## src/rtl/core/spm_pkg.sv

```systemverilog
package spm_pkg;

    // payload widths
    localparam int CMD_W   = 2;
    localparam int POS_W   = 12;
    localparam int PULSE_W = 15;
    localparam int DB_W    = 8;
    localparam int LIM_W   = 10;
    localparam int CFG_IDX_W  = 3;
    localparam int CFG_DATA_W = 15;

    // commands
    localparam logic [CMD_W-1:0] CMD_TICK   = 2'd0;
    localparam logic [CMD_W-1:0] CMD_WRITE  = 2'd1;
    localparam logic [CMD_W-1:0] CMD_ENABLE = 2'd2;

    // register indexes
    localparam logic [CFG_IDX_W-1:0] REG_MIN_PULSE    = 3'd0;
    localparam logic [CFG_IDX_W-1:0] REG_CENTER_PULSE = 3'd1;
    localparam logic [CFG_IDX_W-1:0] REG_MAX_PULSE    = 3'd2;
    localparam logic [CFG_IDX_W-1:0] REG_PERIOD       = 3'd3;
    localparam logic [CFG_IDX_W-1:0] REG_DEADBAND     = 3'd4;
    localparam logic [CFG_IDX_W-1:0] REG_CMD_LIMIT    = 3'd5;

    // reset values
    localparam logic [PULSE_W-1:0] RST_MIN_PULSE    = 15'd500;
    localparam logic [PULSE_W-1:0] RST_CENTER_PULSE = 15'd1500;
    localparam logic [PULSE_W-1:0] RST_MAX_PULSE    = 15'd2500;
    localparam logic [PULSE_W-1:0] RST_PERIOD       = 15'd20000;
    localparam logic [DB_W-1:0]    RST_DEADBAND     = 8'd4;
    localparam logic [LIM_W-1:0]   RST_CMD_LIMIT    = 10'd150;

    localparam logic [LIM_W-1:0]   FULL_SCALE = 10'd1000;
    localparam logic [PULSE_W-1:0] PULSE_MAX  = 15'd32767;

    // floor(n / 1000) = (n * RECIP_1000) >> RECIP_SHIFT, exact for n < 2^25
    localparam int              RECIP_SHIFT = 36;
    localparam logic [26:0]     RECIP_1000  = 27'd68719477;
    localparam logic [24:0]     ROUND_UP_1000 = 25'd999;

    typedef logic [CMD_W-1:0]   cmd_t;
    typedef logic [PULSE_W-1:0] pulse_t;

endpackage

```

## src/rtl/core/servo_pwm_position_driver.sv

```systemverilog
// A result beat appears on m_ once its input beat has passed through every register stage below.
// Throughput: one beat per cycle; five register stages (input, product, quotient,
//   width, result) each stall only when the stage after them is full and blocked.
// Reset (aresetn low, synchronous): pipeline emptied, registers to defaults,
//   counter 0, compare values 1500, output enabled, waveform state low.
module servo_pwm_position_driver (
    input  logic                         aclk,
    input  logic                         aresetn,
    // configuration writes
    input  logic                         cfg_wr_en,
    input  logic [spm_pkg::CFG_IDX_W-1:0]  cfg_index,
    input  logic [spm_pkg::CFG_DATA_W-1:0] cfg_wdata,
    // command channel
    input  logic                         s_valid,
    output logic                         s_ready,
    input  logic [spm_pkg::CMD_W-1:0]    s_cmd,
    input  logic signed [spm_pkg::POS_W-1:0] s_position_tenths,
    input  logic                         s_enable,
    // result channel
    output logic                         m_valid,
    input  logic                         m_ready,
    output logic                         m_pwm_level,
    output logic [spm_pkg::PULSE_W-1:0]  m_pulse_width,
    output logic                         m_applied,
    output logic                         m_enabled
);
    import spm_pkg::*;

    // ---------------------------------------------------------------
    // Configuration registers
    // ---------------------------------------------------------------
    pulse_t           min_pulse_reg, center_pulse_reg, max_pulse_reg, period_reg;
    logic [DB_W-1:0]  deadband_reg;
    logic [LIM_W-1:0] cmd_limit_reg;

    always_ff @(posedge aclk) begin
        if (!aresetn) begin
            min_pulse_reg    <= RST_MIN_PULSE;
            center_pulse_reg <= RST_CENTER_PULSE;
            max_pulse_reg    <= RST_MAX_PULSE;
            period_reg       <= RST_PERIOD;
            deadband_reg     <= RST_DEADBAND;
            cmd_limit_reg    <= RST_CMD_LIMIT;
        end else if (cfg_wr_en) begin
            case (cfg_index)
                REG_MIN_PULSE:    min_pulse_reg    <= cfg_wdata;
                REG_CENTER_PULSE: center_pulse_reg <= cfg_wdata;
                REG_MAX_PULSE:    max_pulse_reg    <= cfg_wdata;
                REG_PERIOD:       period_reg       <= cfg_wdata;
                REG_DEADBAND:     deadband_reg     <= cfg_wdata[DB_W-1:0];
                REG_CMD_LIMIT:    cmd_limit_reg    <= cfg_wdata[LIM_W-1:0];
                default: ;
            endcase
        end
    end

    // ---------------------------------------------------------------
    // Pipeline flow control: a stage loads when empty or when it drains
    // ---------------------------------------------------------------
    logic v1_reg, v2_reg, v3_reg, v4_reg, m_valid_reg;
    logic rdy_out, rdy4, rdy3, rdy2, rdy1;
    logic fire4;

    assign rdy_out = !m_valid_reg || m_ready;
    assign rdy4    = !v4_reg || rdy_out;
    assign rdy3    = !v3_reg || rdy4;
    assign rdy2    = !v2_reg || rdy3;
    assign rdy1    = !v1_reg || rdy2;
    assign fire4   = v4_reg && rdy_out;
    assign s_ready = rdy1;

    always_ff @(posedge aclk) begin
        if (!aresetn) begin
            v1_reg      <= 1'b0;
            v2_reg      <= 1'b0;
            v3_reg      <= 1'b0;
            v4_reg      <= 1'b0;
            m_valid_reg <= 1'b0;
        end else begin
            if (rdy1)    v1_reg      <= s_valid;
            if (rdy2)    v2_reg      <= v1_reg;
            if (rdy3)    v3_reg      <= v2_reg;
            if (rdy4)    v4_reg      <= v3_reg;
            if (rdy_out) m_valid_reg <= v4_reg;
        end
    end

    // ---------------------------------------------------------------
    // Stage 1: input register; saturate position, form |pos| * |span|
    // ---------------------------------------------------------------
    cmd_t                    cmd1_reg;
    logic signed [POS_W-1:0] pos1_reg;
    logic                    en1_reg;

    always_ff @(posedge aclk) begin
        if (rdy1) begin
            cmd1_reg <= s_cmd;
            pos1_reg <= s_position_tenths;
            en1_reg  <= s_enable;
        end
    end

    logic [LIM_W-1:0]   lim;
    logic               pos_neg;
    logic [POS_W-1:0]   pos_abs;
    logic [LIM_W-1:0]   mag;
    logic [PULSE_W:0]   span;
    logic               span_neg;
    logic [PULSE_W-1:0] span_abs;
    logic [24:0]        prod1;

    always_comb begin
        lim      = (cmd_limit_reg > FULL_SCALE) ? FULL_SCALE : cmd_limit_reg;
        pos_neg  = pos1_reg[POS_W-1];
        pos_abs  = pos_neg ? POS_W'(-pos1_reg) : POS_W'(pos1_reg);
        mag      = (pos_abs > {2'b00, lim}) ? lim : pos_abs[LIM_W-1:0];
        // negative side scales by (center - min), positive by (max - center)
        span     = pos_neg ? ({1'b0, center_pulse_reg} - {1'b0, min_pulse_reg})
                           : ({1'b0, max_pulse_reg} - {1'b0, center_pulse_reg});
        span_neg = span[PULSE_W];
        span_abs = span_neg ? PULSE_W'(-span) : span[PULSE_W-1:0];
        prod1    = {15'd0, mag} * {10'd0, span_abs};
    end

    // ---------------------------------------------------------------
    // Stage 2: floor division by 1000 via reciprocal
    // ---------------------------------------------------------------
    cmd_t        cmd2_reg;
    logic        en2_reg, neg2_reg, xneg2_reg;
    logic [24:0] u2_reg;

    always_ff @(posedge aclk) begin
        if (rdy2) begin
            cmd2_reg  <= cmd1_reg;
            en2_reg   <= en1_reg;
            neg2_reg  <= pos_neg;
            xneg2_reg <= span_neg;
            u2_reg    <= prod1;
        end
    end

    logic [24:0]        num2;
    logic [51:0]        recip_prod;
    logic [15:0]        quot2;
    logic signed [16:0] fdiv2;

    always_comb begin
        // negative dividend rounds toward minus infinity: ceil of magnitude
        num2       = u2_reg + (xneg2_reg ? ROUND_UP_1000 : 25'd0);
        recip_prod = {27'd0, num2} * {25'd0, RECIP_1000};
        quot2      = recip_prod[RECIP_SHIFT+15:RECIP_SHIFT];
        fdiv2      = xneg2_reg ? -$signed({1'b0, quot2}) : $signed({1'b0, quot2});
    end

    // ---------------------------------------------------------------
    // Stage 3: apply offset around centre and clamp
    // ---------------------------------------------------------------
    cmd_t               cmd3_reg;
    logic               en3_reg, neg3_reg;
    logic signed [16:0] f3_reg;

    always_ff @(posedge aclk) begin
        if (rdy3) begin
            cmd3_reg <= cmd2_reg;
            en3_reg  <= en2_reg;
            neg3_reg <= neg2_reg;
            f3_reg   <= fdiv2;
        end
    end

    logic signed [17:0] cen_x, off_x, w_wide;
    pulse_t             w3;

    always_comb begin
        cen_x  = $signed({3'b000, center_pulse_reg});
        off_x  = {f3_reg[16], f3_reg};
        w_wide = neg3_reg ? (cen_x - off_x) : (cen_x + off_x);
        if (w_wide[17])
            w3 = '0;
        else if (w_wide > $signed({3'b000, PULSE_MAX}))
            w3 = PULSE_MAX;
        else
            w3 = w_wide[PULSE_W-1:0];
    end

    // ---------------------------------------------------------------
    // Stage 4: width register; state update happens as it drains
    // ---------------------------------------------------------------
    cmd_t   cmd4_reg;
    logic   en4_reg;
    pulse_t w4_reg;

    always_ff @(posedge aclk) begin
        if (rdy4) begin
            cmd4_reg <= cmd3_reg;
            en4_reg  <= en3_reg;
            w4_reg   <= w3;
        end
    end

    // generator state
    pulse_t tick_reg, pending_reg, active_reg, last_reg;
    logic   out_en_reg, wave_reg;
    pulse_t tick_next, pending_next, active_next, last_next;
    logic   out_en_next, wave_next, applied_next;

    logic [PULSE_W:0]   tick_inc;
    pulse_t             per;
    logic [PULSE_W:0]   diff;
    pulse_t             dabs;

    always_comb begin
        tick_next    = tick_reg;
        pending_next = pending_reg;
        active_next  = active_reg;
        last_next    = last_reg;
        out_en_next  = out_en_reg;
        wave_next    = wave_reg;
        applied_next = 1'b0;

        per      = (period_reg == '0) ? PULSE_W'(1) : period_reg;
        tick_inc = {1'b0, tick_reg} + (PULSE_W+1)'(1);
        diff     = {1'b0, w4_reg} - {1'b0, last_reg};
        dabs     = diff[PULSE_W] ? PULSE_W'(-diff) : diff[PULSE_W-1:0];

        case (cmd4_reg)
            CMD_TICK: begin
                // frame start latches the pending width; match beats start
                if (tick_reg == '0) begin
                    active_next = pending_reg;
                    wave_next   = 1'b1;
                end
                if (tick_reg == active_next)
                    wave_next = 1'b0;
                if (tick_inc >= {1'b0, per})
                    tick_next = '0;
                else
                    tick_next = tick_inc[PULSE_W-1:0];
            end
            CMD_WRITE: begin
                out_en_next = 1'b1;
                if (dabs >= {7'd0, deadband_reg}) begin
                    pending_next = w4_reg;
                    last_next    = w4_reg;
                    applied_next = 1'b1;
                end
            end
            CMD_ENABLE: begin
                out_en_next = en4_reg;
            end
            default: ;
        endcase
    end

    always_ff @(posedge aclk) begin
        if (!aresetn) begin
            tick_reg    <= '0;
            pending_reg <= RST_CENTER_PULSE;
            active_reg  <= RST_CENTER_PULSE;
            last_reg    <= RST_CENTER_PULSE;
            out_en_reg  <= 1'b1;
            wave_reg    <= 1'b0;
        end else if (fire4) begin
            tick_reg    <= tick_next;
            pending_reg <= pending_next;
            active_reg  <= active_next;
            last_reg    <= last_next;
            out_en_reg  <= out_en_next;
            wave_reg    <= wave_next;
        end
    end

    // ---------------------------------------------------------------
    // Result register
    // ---------------------------------------------------------------
    logic   pwm_reg, applied_reg, enabled_reg;
    pulse_t pulse_reg;

    always_ff @(posedge aclk) begin
        if (fire4) begin
            pwm_reg     <= wave_next & out_en_next;
            pulse_reg   <= last_next;
            applied_reg <= applied_next;
            enabled_reg <= out_en_next;
        end
    end

    assign m_valid       = m_valid_reg;
    assign m_pwm_level   = pwm_reg;
    assign m_pulse_width = pulse_reg;
    assign m_applied     = applied_reg;
    assign m_enabled     = enabled_reg;

endmodule
```

## config.mk

```make
export PLATFORM = sky130hd
export DESIGN_NAME = servo_pwm_position_driver
export DESIGN_NICKNAME = d
export VERILOG_FILES = /design/src/rtl/core/spm_pkg.sv /design/src/rtl/core/servo_pwm_position_driver.sv
export SDC_FILE = /design/constraint.sdc
export NUM_CORES = 2
export LEC_CHECK = 0
export BUFFER_PORTS_ARGS = -buffer_cell sky130_fd_sc_hd__buf_2
export CORE_MARGIN = 4
export CORE_UTILIZATION = 70
export CTS_CLUSTER_DIAMETER = 30
export CTS_CLUSTER_SIZE = 24
export DETAILED_ROUTE_END_ITERATION = 10
export PLACE_DENSITY = 0.95
export SLEW_MARGIN = 40
export SYNTH_ARGS = -nofsm -noshare
export SYNTH_HDL_FRONTEND = slang
export SYNTH_SLANG_ARGS = --single-unit
```

## constraint.sdc

```tcl
create_clock -name aclk -period 22.3 [get_ports aclk]
set_input_delay 4.46 -clock aclk [delete_from_list [all_inputs] [get_ports aclk]]
set_output_delay 4.46 -clock aclk [all_outputs]
set_load 0.1 [all_outputs]
```

# After elaboration in Yosys (flattened, before gate mapping)
# Index checks and enable logic that the tools add are counted.
dict set report op_classes {
  n_addsub 11
  mul 2
  order_cmp 5
  eq_ne 8
  mux 21
  bitwise 1
  n_reduce_logical 23
}
# cell count
set op_table {}
lappend op_table {{2-to-1 mux 15 bit} 9}
lappend op_table {{multiplier 25 x 27 -> 52 bit, second input constant} 1}
lappend op_table {{subtractor 15 x 15 -> 16 bit} 3}
lappend op_table {{2-to-1 mux 16 bit} 2}
lappend op_table {{logical NOT 15 bit} 2}
lappend op_table {{2-to-1 mux 10 bit} 3}
lappend op_table {{negation 15 bit} 2}
lappend op_table {{adder 25 x 10 -> 25 bit} 1}
lappend op_table {{multiplier 10 x 15 -> 25 bit} 1}
lappend op_table {{adder 16 x 17 -> 18 bit} 1}
lappend op_table {{greater-than comparator 18 x 16 -> 1 bit, second input constant} 1}
lappend op_table {{2-to-1 mux 18 bit} 1}
lappend op_table {{subtractor 16 x 17 -> 18 bit} 1}
lappend op_table {{negation 16 -> 17 bit} 1}
lappend op_table {{adder 15 x 1 -> 16 bit, second input constant} 1}
lappend op_table {{>= comparator 16 x 15 -> 1 bit} 1}
lappend op_table {{equality test 15 bit} 1}
lappend op_table {{>= comparator 15 x 8 -> 1 bit} 1}
lappend op_table {{AND reduction 2 bit} 7}
lappend op_table {{greater-than comparator 12 x 10 -> 1 bit} 1}
lappend op_table {{2-to-1 mux 12 bit} 1}
lappend op_table {{negation 12 bit} 1}
lappend op_table {{greater-than comparator 10 bit, second input constant} 1}
lappend op_table {{equality test 3 x 2 -> 1 bit, second input constant} 2}
lappend op_table {{13 further kinds} 25}
dict set report totals {
  register_bits 247
  word_cells 108
}

# Depth between registers and ports, before layout
dict set report depth {
  depth_word 7
  mapped_depth 41
}

# Worst setup path before layout
# Ideal clock, no wire load.
dict set report synth_path {
  path_kind {input port to output port}
  from {input m_ready}
  to {output s_ready}
  arrival_time_ns 6.007
  required_time_ns 17.840
  slack_ns 11.833
  stages 3
  path_buffers 0
  cell_sequence {nor2b_1 > and3_1 > nand3_1}
}
dict set report synth_between {
  elab_chain_cells 5
}
# item line_no
set synth_lines {}
lappend synth_lines {{start, declared} servo_pwm_position_driver.sv:21} ;# input logic m_ready,
lappend synth_lines {{logical OR 1 bit} servo_pwm_position_driver.sv:64} ;# assign rdy_out = !m_valid_reg || m_ready;
lappend synth_lines {{logical OR 1 bit} servo_pwm_position_driver.sv:65} ;# assign rdy4 = !v4_reg || rdy_out;
lappend synth_lines {{logical OR 1 bit} servo_pwm_position_driver.sv:66} ;# assign rdy3 = !v3_reg || rdy4;
lappend synth_lines {{logical OR 1 bit} servo_pwm_position_driver.sv:67} ;# assign rdy2 = !v2_reg || rdy3;
lappend synth_lines {{logical OR 1 bit} servo_pwm_position_driver.sv:68} ;# assign rdy1 = !v1_reg || rdy2;
lappend synth_lines {{end, declared} servo_pwm_position_driver.sv:15} ;# output logic s_ready,
# No other way between the ends.

# Worst setup path after layout
dict set report layout_path {
  from {register xneg2_reg}
  to {register f3_reg[15], data pin}
}
dict set report layout_between {
  elab_chain_cells 5
}
# item line_no
set layout_lines {}
lappend layout_lines {{start, declared} servo_pwm_position_driver.sv:129} ;# logic en2_reg, neg2_reg, xneg2_reg;
lappend layout_lines {{start signal, assigned} servo_pwm_position_driver.sv:137} ;# xneg2_reg <= span_neg;
lappend layout_lines {{2-to-1 mux 10 bit} servo_pwm_position_driver.sv:149} ;# num2 = u2_reg + (xneg2_reg ? ROUND_UP_1000 : 25'd0);
lappend layout_lines {{adder 25 x 10 -> 25 bit} servo_pwm_position_driver.sv:149}
lappend layout_lines {{multiplier 25 x 27 -> 52 bit} servo_pwm_position_driver.sv:150} ;# recip_prod = {27'd0, num2} * {25'd0, RECIP_1000};
lappend layout_lines {{negation 16 -> 17 bit} servo_pwm_position_driver.sv:152} ;# fdiv2 = xneg2_reg ? -$signed({1'b0, quot2}) : $signed({1'b0, quot2});
lappend layout_lines {{2-to-1 mux 16 bit *} servo_pwm_position_driver.sv:152}
lappend layout_lines {{via fdiv2[15]} servo_pwm_position_driver.sv:145} ;# logic signed [16:0] fdiv2;
lappend layout_lines {{end signal, assigned} servo_pwm_position_driver.sv:167} ;# f3_reg <= fdiv2;
lappend layout_lines {{end, declared} servo_pwm_position_driver.sv:160} ;# logic signed [16:0] f3_reg;
# The timed path passes the listed nets; every way through them passes the cells marked *.
# A chain may end at the register's enable or synchronous reset.

==> results.sh <==
export IMPL_cts_resized=0
export IMPL_slew_viol_final=0
export IMPL_required_ps=22610
export IMPL_path_common_cell="fa_1"
export IMPL_grt_overflow=0
export IMPL_finalSetupViolCount=0
export IMPL_yosys_warnings=0
export IMPL_synth_compound_area_share_pct=11.9
export IMPL_clk_latency_ps=560
export IMPL_antenna_found_initial=1
export IMPL_hold_viol=0
export IMPL_min_period_over_period_pct=53.8
export IMPL_maxSlewHeadroom_pct=42.0
export IMPL_area_growth_pct=8.77
export IMPL_synth_xor_area_share_pct=5.54
export IMPL_synth_edff_count=102
export IMPL_synth_largest_area_cell="fa_1"
export IMPL_drt_iter0_drc=3414
export IMPL_synth_fp_nets=4025
export IMPL_synth_ff_type="dfxtp_1"
export IMPL_core_area_mm2=0.0419
export IMPL_synth_seq_area_share_pct=20.2
export IMPL_path_clk_slew_ps=60
export IMPL_multiInputGateArea_mm2=0.0211
export IMPL_setup_tns_ps=0
export IMPL_syn_inst=3243
export IMPL_grt_pass1_wl_um=135000
export IMPL_cpPeakStageDelay_ps=690
export IMPL_netlist_area_mm2=0.0295
export IMPL_post_dp_hpwl_um=60000
export IMPL_die_h_um=213
export IMPL_cts_max_level=2
export IMPL_clock_root_buffer="clkbuf_16"
export IMPL_fin_nets=4096
export IMPL_drv_cap=0
export IMPL_run_status="finished clean"
export IMPL_async_reset_ff_share_pct=0
export IMPL_clockBufferDepth=3
export IMPL_die_w_um=213
export IMPL_fin_util_pct=76.8
export IMPL_max_freq_ghz=0.0833
export IMPL_drtPass1Iterations=9
export IMPL_worstMarginPinSlew_ps=864
export IMPL_rows=75
export IMPL_synthSimpleGateAreaFrac_pct=12.7
export IMPL_hold_buffers=0
export IMPL_final_antenna_net_count=0
export IMPL_drc_errors=0
export IMPL_path_buf_inv=8
export IMPL_cp_start_kind="register"
export IMPL_cp_slowest_cell="xnor2_1"
export IMPL_portBuffers=57
export IMPL_rsz0062_at_grt="false"
export IMPL_ys_seq_elements=247
export IMPL_viasPerCell=6.47
export IMPL_regArea_mm2=0.00597
export IMPL_die_area_mm2=0.0456
export IMPL_route_vias_total=25148
export IMPL_cts_sink_count=247
export IMPL_largest_reg_flops=25
export IMPL_numCtsBuffers=42
export IMPL_synth_top_family_by_area="adder cells"
export IMPL_wl_per_cell_um=21.8
export IMPL_synthDistinctLibCells=84
export IMPL_grt_max_degree=67
export IMPL_cp_data_arrival_time_ps=12310
export IMPL_final_layout_size_suffix_gt1_share_pct=6.66
export IMPL_synth_area_leaders="fa_1 21%, ha_1 18%, edfxtp_1 10%, dfxtp_1 9.8%, inv_1 7.7%"
export IMPL_synth_fa_ha_area_share_pct=39.5
export IMPL_wl_um=84800
export IMPL_min_path_type="register to register"
export IMPL_grtUsageTotal_pct=37.2
export IMPL_synthMostInstantiatedCell="inv_1"
export IMPL_cts_setup_buffers=0
export IMPL_place_gp_congestion=0.967
export IMPL_ys_top_cells_by_count="610 x inv_1, 430 x ha_1, 364 x nand2_1"
export IMPL_min_period_ps=12000
export IMPL_cts_tree="done"
export IMPL_critical_path_class="register to register"
export IMPL_critPathTopFamily="adder cells"
export IMPL_syn_mean_instance_area_um2=9.11
export IMPL_ioPinCount=58
export IMPL_fin_skew_ps=24.6
export IMPL_synthMuxAreaShare_pct=1.46
export IMPL_yosysTopAreaCellShare_pct=21.3
export IMPL_n_antenna_cell=0
export IMPL_start_util_pct=70.6
export IMPL_fillers=2352
export IMPL_cp_end_kind="register"
export IMPL_grt_pass1_vias=26590
export IMPL_cp_max_fo=16
## worst reg2reg max path: cells and delay by family, from the launching register on
family,cells,cell delay [ps]
XOR/XNOR,1,690
flip-flops,1,660
AO/OA/AOI/OAI,11,2520
buffers and inverters,8,950
multiplexers,1,160
adder cells (fa/ha/maj),10,4620
AND/OR/NAND/NOR,7,2140
## metrics by stage
stage	setup WS [ps]	hold WS [ps]	instances	cell area [um2]
2_1_floorplan	11830	400	3243	29500
3_3_place_gp	11130	401	3806	30500
3_5_place_dp	10740	418	3808	30600
4_1_cts	10320	426	3886	32100
5_1_grt	9880	434	3887	32100
6_report	10300	420	3887	32100
## worst paths after layout
kind,cells past startpoint,end,slack [ps],startpoint
max,38,f3_reg[15],10300,xneg2_reg
min,0,cmd2_reg[0],420,cmd1_reg[0]
min reg2reg,0,cmd2_reg[0],420,cmd1_reg[0]
max reg2reg,38,f3_reg[15],10300,xneg2_reg
## placed cells by master, fill, tap and decap left out, types with 16 or more instances in the layout
cell type / Yosys / layout
xor2_1: 69 / 65
buf_4: 0 / 36
nand2b_1: 28 / 28
inv_1: 610 / 607
buf_2: 7 / 57
and3_1: 26 / 26
o211ai_1: 28 / 28
a21o_1: 54 / 54
clkbuf_16: 0 / 43
o21ai_0: 103 / 103
nor2_1: 124 / 121
fa_1: 314 / 314
edfxtp_1: 102 / 102
nand3_1: 51 / 51
nand4_1: 16 / 16
o21a_1: 19 / 19
nand2_1: 364 / 364
a22o_1: 18 / 18
nor3_1: 31 / 31
ha_1: 430 / 430
dfxtp_1: 145 / 145
a21oi_1: 179 / 178
a211oi_1: 20 / 20
a31oi_1: 20 / 19
nor2b_1: 64 / 64
xnor2_1: 118 / 115
mux2i_1: 34 / 33
and2_1: 25 / 25
## kinds of logic after synthesis
| logic type | after synthesis |
|---|---|
| xor+xnor | 187 |
| simple gates | 796 |
| flops | 247 |
| fa+ha+maj | 744 |
| buf+inv | 679 |
| compound gates | 548 |
| mux | 42 |
## per-layer routing
metal,GRT usage (%),wire length [um],vias up
li1,-,-,10826
met1,42.9,29100,11799
met2,61.4,39000,1839
met3,8.76,9050,684
met4,25.8,7710,0
met5,0,0,-
## final cells by class
type,instances,share of cell area [%]
clock inverters,31,1.28
clock buffers,47,3.46
flip-flops and latches,247,18.6
inverters,611,7.14
well taps,539,2.10
repair buffers,95,1.80
multi-input cells,2317,65.7
Power is left out: the tool's default activity adds up to more than one toggle a clock period on the data nets, which glitch-free logic cannot reach.
